[src/rtl/pfe_pkg.sv]
// ----------------------------------------------------------------------------
// pfe_pkg: shared types and helpers for the Playfair digraph encrypter
// Letter codes, item structs, digraph queue entries and letter helpers.
// ----------------------------------------------------------------------------
package pfe_pkg;

	localparam int LETTER_W   = 5;
	localparam int POS_W      = 3;
	localparam int SIDE       = 5;
	localparam int CELLS      = SIDE * SIDE;
	localparam int SQUARE_W   = CELLS * LETTER_W;
	localparam int CFG_W      = 45;
	localparam int CFG_LAST_W = 35;
	localparam int CFG_IDX_W  = 2;
	localparam int QUEUE_DEPTH_DEF = 4;

	typedef logic [LETTER_W-1:0] letter_t;

	localparam letter_t LETTER_I   = 5'd8;
	localparam letter_t LETTER_J   = 5'd9;
	localparam letter_t LETTER_Q   = 5'd16;
	localparam letter_t LETTER_X   = 5'd23;
	localparam letter_t LETTER_MAX = 5'd25;

	localparam logic [CFG_IDX_W-1:0] CFG_CELLS_FIRST  = 2'd0;
	localparam logic [CFG_IDX_W-1:0] CFG_CELLS_MIDDLE = 2'd1;
	localparam logic [CFG_IDX_W-1:0] CFG_CELLS_LAST   = 2'd2;

	typedef struct packed {
		letter_t plain_letter;
		logic    final_letter;
	} in_item_t;

	typedef struct packed {
		letter_t cipher_letter;
		logic    run_end;
	} out_item_t;

	// One digraph to encrypt; last marks the final pair of an input item.
	typedef struct packed {
		letter_t first;
		letter_t second;
		logic    last;
	} pair_t;

	typedef struct packed {
		logic [POS_W-1:0] row;
		logic [POS_W-1:0] col;
	} pos_t;

	// Saturate out-of-range codes to Z, fold J onto I.
	function automatic letter_t normalize(letter_t l);
		letter_t v;
		v = (l > LETTER_MAX) ? LETTER_MAX : l;
		if (v == LETTER_J) begin
			v = LETTER_I;
		end
		return v;
	endfunction

	function automatic letter_t pad_for(letter_t l);
		return (l == LETTER_X) ? LETTER_Q : LETTER_X;
	endfunction

	function automatic letter_t saturate(letter_t l);
		return (l > LETTER_MAX) ? LETTER_MAX : l;
	endfunction

endpackage

[src/rtl/playfair_digraph_encrypt.sv]
// ----------------------------------------------------------------------------
// playfair_digraph_encrypt: streaming Playfair encrypter
// Pairs plaintext letters into digraphs and encrypts them with a 5x5 key square.
// ----------------------------------------------------------------------------
// Usage:
//   in channel  : in_valid/in_ready, in_item = {plain_letter, final_letter}.
//                 Codes above Z saturate to Z, J is folded onto I.
//   out channel : out_valid/out_ready, out_item = {cipher_letter, run_end};
//                 run_end flags the last letter caused by an input item.
//   cfg channel : cfg_valid/cfg_ready (always ready), cfg_index selects the
//                 cells 0-8, 9-17 or 18-24 word, five bits per cell; other
//                 indexes are dropped. Write only while the block is idle.
// Timing:
//   An item's first letter passes the digraph queue, the locate and transform
//   stages and the output register; then one letter per cycle follows while
//   out_ready holds, a digraph's two letters sharing the single square read
//   port. A doubled final letter (four letters) stalls input for its spill.
// Reset clears the pending letter, the queue, the pipeline and the square.
// A stalled receiver holds the output item; the digraph queue keeps taking
// items until it fills, then in_ready drops.
// ----------------------------------------------------------------------------
module playfair_digraph_encrypt #(
	parameter int QUEUE_DEPTH = pfe_pkg::QUEUE_DEPTH_DEF
) (
	input  logic                            clk,
	input  logic                            arst_n,
	input  logic                            in_valid,
	output logic                            in_ready,
	input  pfe_pkg::in_item_t               in_item,
	output logic                            out_valid,
	input  logic                            out_ready,
	output pfe_pkg::out_item_t              out_item,
	input  logic                            cfg_valid,
	output logic                            cfg_ready,
	input  logic [pfe_pkg::CFG_IDX_W-1:0]   cfg_index,
	input  logic [pfe_pkg::CFG_W-1:0]       cfg_data
);
	import pfe_pkg::*;

	logic [CFG_W-1:0]      sq_first_q;
	logic [CFG_W-1:0]      sq_middle_q;
	logic [CFG_LAST_W-1:0] sq_last_q;
	logic [SQUARE_W-1:0]   square;

	logic  wr_valid, wr_ready, rd_valid, rd_ready;
	pair_t wr_item, rd_item;

	assign cfg_ready = 1'b1;

	// hold the key square; cell k sits at bits 5k of the joined word
	always_ff @(posedge clk or negedge arst_n) begin
		if (!arst_n) begin
			sq_first_q  <= '0;
			sq_middle_q <= '0;
			sq_last_q   <= '0;
		end else if (cfg_valid) begin
			case (cfg_index)
				CFG_CELLS_FIRST:  sq_first_q  <= cfg_data;
				CFG_CELLS_MIDDLE: sq_middle_q <= cfg_data;
				CFG_CELLS_LAST:   sq_last_q   <= cfg_data[CFG_LAST_W-1:0];
				default: ;
			endcase
		end
	end

	assign square = {sq_last_q, sq_middle_q, sq_first_q};

	// front: form digraphs from the letter stream
	pfe_front u_front (
		.clk      (clk),
		.arst_n   (arst_n),
		.in_valid (in_valid),
		.in_ready (in_ready),
		.in_item  (in_item),
		.wr_valid (wr_valid),
		.wr_ready (wr_ready),
		.wr_item  (wr_item)
	);

	// decouple intake from encryption
	pfe_queue #(
		.DEPTH (QUEUE_DEPTH)
	) u_queue (
		.clk      (clk),
		.arst_n   (arst_n),
		.wr_valid (wr_valid),
		.wr_ready (wr_ready),
		.wr_item  (wr_item),
		.rd_valid (rd_valid),
		.rd_ready (rd_ready),
		.rd_item  (rd_item)
	);

	// back: encrypt each digraph, emit one letter per cycle unless out_ready stalls
	pfe_back u_back (
		.clk       (clk),
		.arst_n    (arst_n),
		.square    (square),
		.rd_valid  (rd_valid),
		.rd_ready  (rd_ready),
		.rd_item   (rd_item),
		.out_valid (out_valid),
		.out_ready (out_ready),
		.out_item  (out_item)
	);

endmodule

[src/rtl/pfe_front.sv]
// ----------------------------------------------------------------------------
// pfe_front: letter intake and digraph former
// Holds the pending letter, inserts pads and pushes digraphs to the queue.
// ----------------------------------------------------------------------------
module pfe_front (
	input  logic           clk,
	input  logic           arst_n,
	input  logic           in_valid,
	output logic           in_ready,
	input  pfe_pkg::in_item_t in_item,
	output logic           wr_valid,
	input  logic           wr_ready,
	output pfe_pkg::pair_t wr_item
);
	import pfe_pkg::*;

	letter_t held_q;
	logic    holding_q;
	pair_t   spill_q;
	logic    spill_valid_q;

	letter_t norm;
	logic    fin;
	logic    accept;
	logic    push_now;
	pair_t   pair_now;
	logic    make_spill;

	assign norm     = normalize(in_item.plain_letter);
	assign fin      = in_item.final_letter;
	assign in_ready = !spill_valid_q && wr_ready;
	assign accept   = in_valid && in_ready;

	always_comb begin
		push_now   = 1'b0;
		make_spill = 1'b0;
		pair_now   = '{first: norm, second: pad_for(norm), last: 1'b1};
		if (!holding_q) begin
			push_now = fin;
		end else if (held_q != norm) begin
			push_now = 1'b1;
			pair_now = '{first: held_q, second: norm, last: 1'b1};
		end else begin
			push_now   = 1'b1;
			make_spill = fin;
			pair_now   = '{first: held_q, second: pad_for(held_q), last: !fin};
		end
	end

	// spill holds the second digraph of a doubled final letter
	assign wr_valid = spill_valid_q || (accept && push_now);
	assign wr_item  = spill_valid_q ? spill_q : pair_now;

	always_ff @(posedge clk or negedge arst_n) begin
		if (!arst_n) begin
			held_q        <= '0;
			holding_q     <= 1'b0;
			spill_valid_q <= 1'b0;
		end else begin
			if (spill_valid_q && wr_ready) begin
				spill_valid_q <= 1'b0;
			end
			if (accept) begin
				if (!holding_q) begin
					held_q    <= norm;
					holding_q <= !fin;
				end else if (held_q != norm) begin
					holding_q <= 1'b0;
				end else begin
					held_q        <= norm;
					holding_q     <= !fin;
					spill_valid_q <= make_spill;
				end
			end
		end
	end

	always_ff @(posedge clk) begin
		if (accept && make_spill) begin
			spill_q <= '{first: norm, second: pad_for(norm), last: 1'b1};
		end
	end

endmodule

[src/rtl/pfe_queue.sv]
// ----------------------------------------------------------------------------
// pfe_queue: digraph queue
// Short first-in first-out buffer between the front and the back.
// ----------------------------------------------------------------------------
module pfe_queue #(
	parameter int DEPTH = pfe_pkg::QUEUE_DEPTH_DEF
) (
	input  logic           clk,
	input  logic           arst_n,
	input  logic           wr_valid,
	output logic           wr_ready,
	input  pfe_pkg::pair_t wr_item,
	output logic           rd_valid,
	input  logic           rd_ready,
	output pfe_pkg::pair_t rd_item
);
	import pfe_pkg::*;

	localparam int PTR_W = (DEPTH > 1) ? $clog2(DEPTH) : 1;
	localparam int CNT_W = $clog2(DEPTH + 1);
	localparam logic [PTR_W-1:0] PTR_LAST = PTR_W'(DEPTH - 1);
	localparam logic [CNT_W-1:0] CNT_FULL = CNT_W'(DEPTH);

	pair_t            entry_q [DEPTH];
	logic [PTR_W-1:0] wr_ptr_q;
	logic [PTR_W-1:0] rd_ptr_q;
	logic [CNT_W-1:0] count_q;
	logic             push;
	logic             pop;

	assign wr_ready = (count_q != CNT_FULL);
	assign rd_valid = (count_q != '0);
	assign rd_item  = entry_q[rd_ptr_q];
	assign push     = wr_valid && wr_ready;
	assign pop      = rd_valid && rd_ready;

	always_ff @(posedge clk or negedge arst_n) begin
		if (!arst_n) begin
			wr_ptr_q <= '0;
			rd_ptr_q <= '0;
			count_q  <= '0;
		end else begin
			if (push) begin
				wr_ptr_q <= (wr_ptr_q == PTR_LAST) ? '0 : wr_ptr_q + 1'b1;
			end
			if (pop) begin
				rd_ptr_q <= (rd_ptr_q == PTR_LAST) ? '0 : rd_ptr_q + 1'b1;
			end
			if (push && !pop) begin
				count_q <= count_q + 1'b1;
			end else if (pop && !push) begin
				count_q <= count_q - 1'b1;
			end
		end
	end

	always_ff @(posedge clk) begin
		if (push) begin
			entry_q[wr_ptr_q] <= wr_item;
		end
	end

endmodule

[src/rtl/pfe_back.sv]
// ----------------------------------------------------------------------------
// pfe_back: digraph encryption pipeline
// Finds both letters, applies square rules; one letter a cycle if unstalled.
// ----------------------------------------------------------------------------
module pfe_back (
	input  logic                           clk,
	input  logic                           arst_n,
	input  logic [pfe_pkg::SQUARE_W-1:0]   square,
	input  logic                           rd_valid,
	output logic                           rd_ready,
	input  pfe_pkg::pair_t                 rd_item,
	output logic                           out_valid,
	input  logic                           out_ready,
	output pfe_pkg::out_item_t             out_item
);
	import pfe_pkg::*;

	localparam logic [POS_W-1:0] SIDE_LAST = POS_W'(SIDE - 1);

	function automatic pos_t find_pos(letter_t l, logic [SQUARE_W-1:0] sq);
		pos_t p;
		p = '0;
		// scan backward so the first matching cell wins
		for (int r = SIDE - 1; r >= 0; r--) begin
			for (int c = SIDE - 1; c >= 0; c--) begin
				if (sq[(r * SIDE + c) * LETTER_W +: LETTER_W] == l) begin
					p.row = POS_W'(r);
					p.col = POS_W'(c);
				end
			end
		end
		return p;
	endfunction

	function automatic logic [POS_W-1:0] wrap_inc(logic [POS_W-1:0] v);
		return (v == SIDE_LAST) ? '0 : v + 1'b1;
	endfunction

	letter_t cells [CELLS];

	pos_t      pa_s1, pb_s1;
	logic      last_s1, valid_s1;
	pos_t      ta_s2, tb_s2;
	logic      last_s2, valid_s2, sel_s2;
	out_item_t out_q;
	logic      out_valid_q;

	pos_t             ta_next, tb_next, t_read;
	logic [4:0]       cell_idx;
	logic             out_load, s2_free, s1_move, s1_free;

	always_comb begin
		for (int k = 0; k < CELLS; k++) begin
			cells[k] = square[k * LETTER_W +: LETTER_W];
		end
	end

	// same row: shift right; same column: shift down; else swap corners
	always_comb begin
		if (pa_s1.row == pb_s1.row) begin
			ta_next = '{row: pa_s1.row, col: wrap_inc(pa_s1.col)};
			tb_next = '{row: pb_s1.row, col: wrap_inc(pb_s1.col)};
		end else if (pa_s1.col == pb_s1.col) begin
			ta_next = '{row: wrap_inc(pa_s1.row), col: pa_s1.col};
			tb_next = '{row: wrap_inc(pb_s1.row), col: pb_s1.col};
		end else begin
			ta_next = '{row: pa_s1.row, col: pb_s1.col};
			tb_next = '{row: pb_s1.row, col: pa_s1.col};
		end
	end

	assign t_read   = sel_s2 ? tb_s2 : ta_s2;
	assign cell_idx = {t_read.row[2:0], 2'b00} + {2'b00, t_read.row[2:0]}
		+ {2'b00, t_read.col[2:0]};

	assign out_load = valid_s2 && (!out_valid_q || out_ready);
	assign s2_free  = !valid_s2 || (out_load && sel_s2);
	assign s1_move  = valid_s1 && s2_free;
	assign s1_free  = !valid_s1 || s1_move;
	assign rd_ready = s1_free;

	always_ff @(posedge clk or negedge arst_n) begin
		if (!arst_n) begin
			valid_s1    <= 1'b0;
			valid_s2    <= 1'b0;
			sel_s2      <= 1'b0;
			out_valid_q <= 1'b0;
		end else begin
			if (s1_free) begin
				valid_s1 <= rd_valid;
			end
			if (s2_free) begin
				valid_s2 <= valid_s1;
			end
			if (out_load) begin
				sel_s2 <= !sel_s2;
			end
			if (out_load) begin
				out_valid_q <= 1'b1;
			end else if (out_ready) begin
				out_valid_q <= 1'b0;
			end
		end
	end

	always_ff @(posedge clk) begin
		if (rd_valid && s1_free) begin
			pa_s1   <= find_pos(rd_item.first, square);
			pb_s1   <= find_pos(rd_item.second, square);
			last_s1 <= rd_item.last;
		end
		if (s1_move) begin
			ta_s2   <= ta_next;
			tb_s2   <= tb_next;
			last_s2 <= last_s1;
		end
		if (out_load) begin
			out_q.cipher_letter <= saturate(cells[cell_idx]);
			out_q.run_end       <= sel_s2 && last_s2;
		end
	end

	assign out_valid = out_valid_q;
	assign out_item  = out_q;

endmodule
[config.mk]
export PLATFORM = sky130hd
export DESIGN_NAME = playfair_digraph_encrypt
export DESIGN_NICKNAME = d
export VERILOG_FILES = /design/src/rtl/pfe_pkg.sv /design/src/rtl/playfair_digraph_encrypt.sv /design/src/rtl/pfe_front.sv /design/src/rtl/pfe_queue.sv /design/src/rtl/pfe_back.sv
export SDC_FILE = /design/constraint.sdc
export NUM_CORES = 1
export LEC_CHECK = 0
export ABC_CLOCK_PERIOD_IN_PS = 4600
export BUFFER_PORTS_ARGS = -buffer_cell sky130_fd_sc_hd__buf_2
export CAP_MARGIN = 40
export CORE_ASPECT_RATIO = 0.8
export CORE_MARGIN = 1.5
export CORE_UTILIZATION = 50
export CTS_CLUSTER_DIAMETER = 60
export DETAILED_ROUTE_END_ITERATION = 16
export GPL_ROUTABILITY_DRIVEN = 0
export GPL_TIMING_DRIVEN = 0
export PLACE_DENSITY_LB_ADDON = 0.1
export SKIP_CTS_REPAIR_TIMING = 1
export SLEW_MARGIN = 20
export SYNTH_ARGS = -nofsm -noshare
export SYNTH_HDL_FRONTEND = slang
export SYNTH_SLANG_ARGS = --single-unit
[constraint.sdc]
create_clock -name clk -period 4.6 [get_ports clk]
set_input_delay 0.46 -clock clk [delete_from_list [all_inputs] [get_ports clk]]
set_output_delay 0.46 -clock clk [all_outputs]
set_load 0.005 [all_outputs]
==> results of run 1 <==
[flip-flops by register name, indices dropped and copies added (netlist names), 6 cells and up]
name / cells
sq_middle_q: 45
u_back.pa_s1: 6
sq_last_q: 35
u_back.pb_s1: 6
u_back.tb_s2: 6
u_back.ta_s2: 6
u_back.out_item: 6
u_front.spill_q: 6
sq_first_q: 45
u_queue.entry_q: 44
[worst min-delay path by stage]
stage,end,slack (ns),depth (start not counted)
3_5_place_dp,u_back.last_s2$_DFFE_PP_,0.45,0
4_1_cts,sq_middle_q[35]$_DFFE_PN0P_,-0.11,1
5_1_grt,sq_first_q[3]$_DFFE_PN0P_,0.16,2
6_report,sq_middle_q[8]$_DFFE_PN0P_,0.17,2
2_1_floorplan,sq_first_q[0]$_DFFE_PN0P_,0.16,0
3_3_place_gp,u_back.last_s2$_DFFE_PP_,0.46,0
[area by class of cell]
cell class                 instances  area (µm²)  share of cell area
buffer                            62       506.7             0.03242
clock buffer                      38       762.0             0.04875
clock inverter                     6       95.09            0.006083
inverter                          22       82.58            0.005283
multi-input combinational        832        7284              0.4660
sequential                       225        6042              0.3865
tap                              364       455.4             0.02914
timing repair buffer              70       402.9             0.02577
[logic make-up (layout without fill, tap and decap cells)]
logic type / count (synthesis) / count (layout)
XOR/XNOR: 265 / 265
AND/OR/NAND/NOR: 260 / 260
flip-flops: 225 / 225
multiplexers: 196 / 196
AO/OA/AOI/OAI: 88 / 88
buffers and inverters: 85 / 198
adder cells (fa/ha/maj): 22 / 22
other: 1 / 1
[through the flow]
step | cells | util | power [mW]
final | 1619 | 0.5727 | 14.30
after global routing | 1619 | 0.5727 | 15.03
after CTS | 1616 | 0.5707 | 14.10
after detailed placement | 1572 | 0.5393 | 12.01
after global placement | 1569 | 0.5375 | 11.89
after floorplan | 1142 | - | 9.588
[worst register-to-register path, delay by kind of cell (launching register included)]
family / cells / cell delay [ns]
DFF: 1 / 0.47
buffers and inverters: 3 / 0.96
AOI/OAI and AO/OA: 2 / 0.46
muxes: 4 / 1.31
adders and majority gates: 2 / 0.78
and+or+nand+nor: 1 / 0.09
[cell usage after synthesis (3+ instances only)]
cell | number | share of area
sky130_fd_sc_hd__o21a_1 | 3 | 0.0016
sky130_fd_sc_hd__mux4_1 | 4 | 0.0076
sky130_fd_sc_hd__and2_1 | 7 | 0.0032
sky130_fd_sc_hd__mux2i_1 | 11 | 0.0079
sky130_fd_sc_hd__xnor2_2 | 3 | 0.0035
sky130_fd_sc_hd__nand4_1 | 4 | 0.0018
sky130_fd_sc_hd__buf_12 | 4 | 0.0058
sky130_fd_sc_hd__a21o_1 | 4 | 0.0022
sky130_fd_sc_hd__or2_2 | 5 | 0.0023
sky130_fd_sc_hd__dfrtp_1 | 143 | 0.26
sky130_fd_sc_hd__nand2b_1 | 5 | 0.0023
sky130_fd_sc_hd__nand3_1 | 55 | 0.020
sky130_fd_sc_hd__nor3b_1 | 3 | 0.0016
sky130_fd_sc_hd__o31ai_1 | 3 | 0.0016
sky130_fd_sc_hd__buf_6 | 14 | 0.011
sky130_fd_sc_hd__fa_1 | 3 | 0.0043
sky130_fd_sc_hd__o21ai_0 | 35 | 0.013
sky130_fd_sc_hd__clkbuf_1 | 21 | 0.0057
sky130_fd_sc_hd__nor4_1 | 10 | 0.0045
sky130_fd_sc_hd__or3_1 | 3 | 0.0014
sky130_fd_sc_hd__buf_1 | 5 | 0.0014
sky130_fd_sc_hd__ha_1 | 19 | 0.017
sky130_fd_sc_hd__mux4_2 | 42 | 0.068
sky130_fd_sc_hd__edfxtp_1 | 82 | 0.18
sky130_fd_sc_hd__nor2b_1 | 9 | 0.0041
sky130_fd_sc_hd__buf_4 | 9 | 0.0049
sky130_fd_sc_hd__nor3_2 | 9 | 0.0065
sky130_fd_sc_hd__nand2_1 | 44 | 0.012
sky130_fd_sc_hd__o211ai_1 | 4 | 0.0022
sky130_fd_sc_hd__nor2_1 | 41 | 0.011
sky130_fd_sc_hd__a31oi_1 | 4 | 0.0018
sky130_fd_sc_hd__xor2_1 | 112 | 0.071
sky130_fd_sc_hd__mux2_2 | 139 | 0.11
sky130_fd_sc_hd__buf_2 | 5 | 0.0018
sky130_fd_sc_hd__xnor2_1 | 149 | 0.094
sky130_fd_sc_hd__inv_1 | 22 | 0.0059
sky130_fd_sc_hd__a21oi_1 | 20 | 0.0072
sky130_fd_sc_hd__buf_8 | 4 | 0.0043
sky130_fd_sc_hd__nand3b_1 | 5 | 0.0027
sky130_fd_sc_hd__nor3_1 | 50 | 0.018
[power groups by stage]
stage | registers, mW | clock network, mW | logic, mW
after floorplan | 3.19 | 0 | 6.40
after global placement | 3.41 | 0 | 8.48
after detailed placement | 3.42 | 0 | 8.59
after CTS | 3.39 | 2.10 | 8.61
after global routing | 3.47 | 2.17 | 9.38
final | 3.42 | 2.06 | 8.82
[metal layers]
layer | part of all wire | routed length [µm] | vias to the layer above
met5 | 0.0021 | 82 | -
met4 | 0.021 | 810 | 2
met3 | 0.10 | 3893 | 52
met2 | 0.40 | 15660 | 422
met1 | 0.47 | 18360 | 4720
li1 | - | - | 4265
==> impl_metrics.py, run 1 <==
metrics = {
    "synth": {
        "synth-compound-area-share": 0.03906,
        "multiplexer_fraction_of_the_synthesized_cell_area": 0.1961,
        "synth_cells": 1142,
        "synth_top_family_by_area": "multiplexers",
        "synth-simple-area-share": 0.09784,
        "yosys_register_bits": 225,
        "synth.avg_cell_area_um2": 12.17,
        "count_of_unique_library_cells_instantiated_by_yosys": 64,
        "ys.warnings.count": 0,
        "dominantRegCellSynth": "sky130_fd_sc_hd__dfrtp_1",
        "number_of_enable_flip_flop_cells_after_synthesis": 82,
        "synth.net_count": 1222,
        "async_reset_ff_frac": 0.6356,
        "synth_xor_xnor_area_share": 0.1691,
        "ys_seq_area_frac": 0.4346,
        "synth_fa_ha_area_frac": 0.02142,
        "synth_area_um2": 13900,
    },
    "die": {
        "core_area_um2": 27300,
        "io_pins": 67,
        "die_w_um": 189.4,
        "die_height_um": 152.1,
        "effective_utilization_at_floorplan": 0.5093,
        "fp-row-count": 54,
        "floorplan.die_area_um2": 28820,
    },
    "worst_setup_path": {
        "critical_path_depth": 12,
        "critical_path.endpoint": "u_back.out_item[1]$_SDFFCE_PN1P_",
        "cpMaxStageDelayCell": "sky130_fd_sc_hd__ha_1",
        "timing.setup.critical_path_class": "flop to flop",
        "regToRegStartpoint": "u_back.sel_s2$_DFFE_PN0P_",
        "worst_setup_path_startpoint": "u_back.sel_s2$_DFFE_PN0P_",
        "regToRegEndpoint": "u_back.out_item[1]$_SDFFCE_PN1P_",
        "timing.critical_path.slowest_cell_delay_ns": 0.48,
        "reg2reg_slack_ns": 0.27,
        "critPathMaxFanout": 10,
        "cp.required_ns": 4.88,
        "crit_path_start_kind": "flop",
        "timing.critical_path.to_type": "flop",
        "crit_family": "multiplexers",
        "reg2regPathDepth": 12,
        "critPathBufInv": 3,
        "critical_path_arrival_ns": 4.61,
        "crit_path_cell_trace": "mux2_2 -> ha_1 -> ha_1 -> buf_4 -> clkbuf_4 -> clkbuf_4 -> mux4_2 -> mux2i_1 -> o21ai_0 -> mux2i_1 -> nand2_1 -> a221o_1",
    },
    "clock_tree": {
        "cts_made_buffers": 24,
        "htree_levels": 1,
        "clkLatencyLatePin_ns": 0.55,
        "tritoncts_clock_tree": "yes",
        "cts.sinks": 225,
        "clock_tree_root_buffer_cell": "sky130_fd_sc_hd__clkbuf_16",
        "cts.path.max_buffers": 3,
        "clock_edge_transition_at_the_registers_on_the_reported_setup_and_hold_paths_ns": 0.06,
    },
    "detailed_routing": {
        "viasPerCell": 5.844,
        "dr.pass1.iters": 5,
        "routed_wl_mm": 38.81,
        "vias": 9461,
        "drc_errors": 0,
        "detailedRoute.firstIterationViolations": 905,
        "final_antenna_net_count": 0,
        "route.detailed.wl_per_inst_um": 23.97,
    },
    "power_and_ir_drop": {
        "vdd_ir_drop_max_mv": 0.8673,
        "part_of_the_total_power_dissipated_in_combinational_logic": 0.617,
        "swShare": 0.4347,
        "p_clk_frac": 0.144,
        "power-per-cell-area_nw_per_um2": 914.7,
        "power.internal_mw": 8.083,
        "power.share.sequential": 0.239,
        "cellLeakagePower_nw": 6.066,
        "total_switching_power_mw": 6.215,
    },
    "finish": {
        "final_net_count": 1317,
        "synthToLayoutAreaGrowth_pct": 12.45,
        "design_area_um2": 15630,
        "antenna_cells": 0,
        "fillCellCount": 2299,
        "drive_above_1_share": 0.2805,
        "top_library_cells_by_usage_in_the_layout_fill_and_taps_aside": "149 x sky130_fd_sc_hd__xnor2_1, 142 x sky130_fd_sc_hd__dfrtp_1, 139 x sky130_fd_sc_hd__mux2_2",
        "most_common_cell_after_layout_fill_and_taps_aside": "sky130_fd_sc_hd__xnor2_1",
    },
    "sta": {
        "timing.max_slew.rel_slack": 0.4119,
        "setup_total_negative_slack_ns": 0,
        "worst_slew_pin_slew_ns": 0.8754,
        "final_min_period_over_clock_period": 0.9414,
        "fin_skew_ns": 0.01987,
        "fin_hold_ws_ns": 0.1705,
        "fmax_ghz": 0.2309,
        "rsz_0062_raised_after_global_routing": "false",
        "finalSetupViolations": 0,
        "worst_slack_ns": 0.2694,
        "report.final.slew_viol_count": 0,
        "finalHoldViolCount": 0,
        "final_period_demand_of_the_worst_path_ns": 4.331,
    },
    "run": {
        "max-cap-violations": 0,
    },
    "global_routing": {
        "global_route.usage.met1": 0.4276,
        "grt_start_max_net_pins": 74,
        "global_route_track_usage_on_met3": 0.08314,
        "met2_usage": 0.3804,
        "grt_pass1_wl_mm": 59.17,
        "track_usage": 0.2774,
        "most_used_routing_layer_in_global_routing": "met1",
        "globalRouteOverflowTotal": 0,
        "first_global_vias": 9213,
        "initial_antenna_violation_count": 0,
    },
    "placed_design": {
        "dpl.hpwl_mm": 29.70,
        "dp_slack_ns": -0.7337,
        "io_buffer_count": 63,
        "postPlaceCellArea_um2": 14720,
    },
    "worst_hold_path": {
        "worst_hold_startpoint": "cfg_data[8]",
        "hold_path_class": "input port to flop",
    },
    "status": {
        "run_status": "finished, final reports clean",
    },
}
Power figures use the tool's default switching activity.
==> inputs of run 2 (changes only) <==
--- a/config.mk
+++ b/config.mk
@@ -6,5 +6,4 @@
 export NUM_CORES = 1
 export LEC_CHECK = 0
-export ABC_CLOCK_PERIOD_IN_PS = 4600
 export BUFFER_PORTS_ARGS = -buffer_cell sky130_fd_sc_hd__buf_2
 export CAP_MARGIN = 40
==> constraint.sdc (replaced) <==
create_clock -name clk -period 4.6 [get_ports clk]
set_input_delay 0.92 -clock clk [delete_from_list [all_inputs] [get_ports clk]]
set_output_delay 0.92 -clock clk [all_outputs]
set_load 0.005 [all_outputs]
==> impl_metrics.py, run 2 (synthesis results as in run 1) <==
metrics = {
    "status": {
        "run_status": "finished, final reports clean",
    },
    "worst_setup_path": {
        "crit_path_start_kind": "flop",
        "timing.critical_path.to_type": "flop",
        "critical_path.endpoint": "u_back.out_item[1]$_SDFFCE_PN1P_",
        "regToRegStartpoint": "u_back.sel_s2$_DFFE_PN0P_",
        "reg2reg_slack_ns": 0.30,
        "timing.critical_path.slowest_cell_delay_ns": 0.48,
        "regToRegEndpoint": "u_back.out_item[1]$_SDFFCE_PN1P_",
        "critPathMaxFanout": 10,
        "cp.required_ns": 4.88,
        "reg2regPathDepth": 12,
        "worst_setup_path_startpoint": "u_back.sel_s2$_DFFE_PN0P_",
        "cpMaxStageDelayCell": "sky130_fd_sc_hd__ha_1",
        "crit_path_cell_trace": "mux2_2 -> ha_1 -> ha_1 -> buf_4 -> clkbuf_4 -> clkbuf_4 -> mux4_2 -> mux2i_1 -> o21ai_0 -> mux2i_1 -> nand2_1 -> a221o_1",
        "critical_path_arrival_ns": 4.59,
        "timing.setup.critical_path_class": "flop to flop",
    },
    "global_routing": {
        "initial_antenna_violation_count": 0,
        "grt_start_max_net_pins": 74,
        "track_usage": 0.2774,
        "grt_pass1_wl_mm": 59.17,
        "first_global_vias": 9213,
        "globalRouteOverflowTotal": 0,
    },
    "sta": {
        "fmax_ghz": 0.2323,
        "finalHoldViolCount": 0,
        "final_period_demand_of_the_worst_path_ns": 4.305,
        "fin_skew_ns": 0.02051,
        "worst_slew_pin_slew_ns": 0.8734,
        "timing.max_slew.rel_slack": 0.4132,
        "report.final.slew_viol_count": 0,
        "finalSetupViolations": 0,
        "rsz_0062_raised_after_global_routing": "false",
        "final_min_period_over_clock_period": 0.9359,
        "setup_total_negative_slack_ns": 0,
    },
    "die": {
        "fp-row-count": 54,
        "die_w_um": 189.4,
        "floorplan.die_area_um2": 28820,
        "io_pins": 67,
        "core_area_um2": 27300,
        "effective_utilization_at_floorplan": 0.5093,
        "die_height_um": 152.1,
    },
    "detailed_routing": {
        "viasPerCell": 5.863,
        "detailedRoute.firstIterationViolations": 902,
        "vias": 9487,
        "final_antenna_net_count": 0,
        "drc_errors": 0,
        "dr.pass1.iters": 5,
        "routed_wl_mm": 38.95,
        "route.detailed.wl_per_inst_um": 24.08,
    },
    "clock_tree": {
        "cts_made_buffers": 24,
        "clock_edge_transition_at_the_registers_on_the_reported_setup_and_hold_paths_ns": 0.06,
        "clkLatencyLatePin_ns": 0.55,
        "cts.path.max_buffers": 3,
        "htree_levels": 1,
        "tritoncts_clock_tree": "yes",
        "cts.sinks": 225,
        "clock_tree_root_buffer_cell": "sky130_fd_sc_hd__clkbuf_16",
    },
    "run": {
        "max-cap-violations": 0,
    },
    "placed_design": {
        "postPlaceCellArea_um2": 14720,
        "io_buffer_count": 63,
        "placed_cells": 1572,
        "dpl.hpwl_mm": 29.70,
    },
    "worst_hold_path": {
        "hold_path_class": "input port to asynchronous set/reset pin",
    },
    "finish": {
        "top_library_cells_by_usage_in_the_layout_fill_and_taps_aside": "149 x sky130_fd_sc_hd__xnor2_1, 142 x sky130_fd_sc_hd__dfrtp_1, 139 x sky130_fd_sc_hd__mux2_2",
        "final_net_count": 1316,
        "fillCellCount": 2300,
        "design_area_um2": 15620,
        "synthToLayoutAreaGrowth_pct": 12.38,
        "layout_top_registers": "sq_first_q (45), sq_middle_q (45), u_queue.entry_q (44)",
        "drive_above_1_share": 0.2807,
        "antenna_cells": 0,
        "stdcell_count": 1618,
        "most_common_cell_after_layout_fill_and_taps_aside": "sky130_fd_sc_hd__xnor2_1",
        "final_core_utilization": 0.5723,
    },
    "power_and_ir_drop": {
        "power.internal_mw": 8.082,
        "power-per-cell-area_nw_per_um2": 915.4,
        "p_clk_frac": 0.144,
        "part_of_the_total_power_dissipated_in_combinational_logic": 0.617,
        "vdd_ir_drop_max_mv": 0.8684,
        "cellLeakagePower_nw": 6.062,
        "power.share.sequential": 0.239,
        "swShare": 0.4348,
        "total_switching_power_mw": 6.217,
        "p_total_mw": 14.30,
    },
}
[run 2: changes by cell type in the layout (fill, tap and decap cells not counted), sizes merged]
| cell | delta |
|---|---|
| dlygate4sd3 | -1 |
[run 2: how the worst min path moves through the flow]
| stage | slack (ns) | endpoint | start |
|---|---|---|---|
| 3_3_place_gp | 0.46 | u_back.last_s2$_DFFE_PP_ | u_back.last_s1$_DFFE_PP_ |
| 2_1_floorplan | 0.40 | u_back.last_s2$_DFFE_PP_ | u_back.last_s1$_DFFE_PP_ |
| 5_1_grt | 0.39 | u_back.sel_s2$_DFFE_PN0P_ | arst_n |
| 4_1_cts | 0.35 | sq_middle_q[35]$_DFFE_PN0P_ | arst_n |
| 6_report | 0.33 | u_back.sel_s2$_DFFE_PN0P_ | arst_n |
| 3_5_place_dp | 0.45 | u_back.last_s2$_DFFE_PP_ | u_back.last_s1$_DFFE_PP_ |
[run 2: layout make-up]
cell class	instances	area, µm²	share of cell area
clock buffer	38	762.0	0.04878
clock inverter	6	95.09	0.006087
timing repair buffer	69	392.9	0.02515
multi-input combinational	832	7284	0.4663
inverter	22	82.58	0.005286
buffer	62	506.7	0.03244
sequential	225	6042	0.3868
tap	364	455.4	0.02916
[run 2: power groups by stage]
stage,Clock [mW],Sequential (mW),Combinational (mW)
6_report,2.06,3.42,8.82
5_1_grt,2.17,3.47,9.38
4_1_cts,2.10,3.39,8.61
3_5_place_dp,0,3.42,8.59
3_3_place_gp,0,3.41,8.48
2_1_floorplan,0,3.19,6.40
[run 2: worst max-delay path, delay by kind of cell, from the launching register on]
| family | cells | cell delay [ns] |
|---|---|---|
| multiplexers | 4 | 1.28 |
| buffers and inverters | 3 | 0.96 |
| adder cells (fa/ha/maj) | 2 | 0.78 |
| flip-flops | 1 | 0.47 |
| AO/OA/AOI/OAI | 2 | 0.46 |
| AND/OR/NAND/NOR | 1 | 0.09 |
[run 2: routing by layer]
layer / global-route usage / vias to the layer above / wire, µm
li1: - / 4264 / -
met1: 0.4276 / 4722 / 18410
met2: 0.3804 / 437 / 15620
met3: 0.08314 / 62 / 3981
met4: 0.06009 / 2 / 859
met5: 0.02174 / - / 82
[run 2: through the flow]
stage	setup WS (ns)	hold slack, ns
finish	0.2950	0.3349
CTS	-0.7220	0.3519
detailed placement	-0.7337	0.4523
global placement	-0.7242	0.4593
global route	0.02701	0.3873
floorplan	0.6110	0.4003
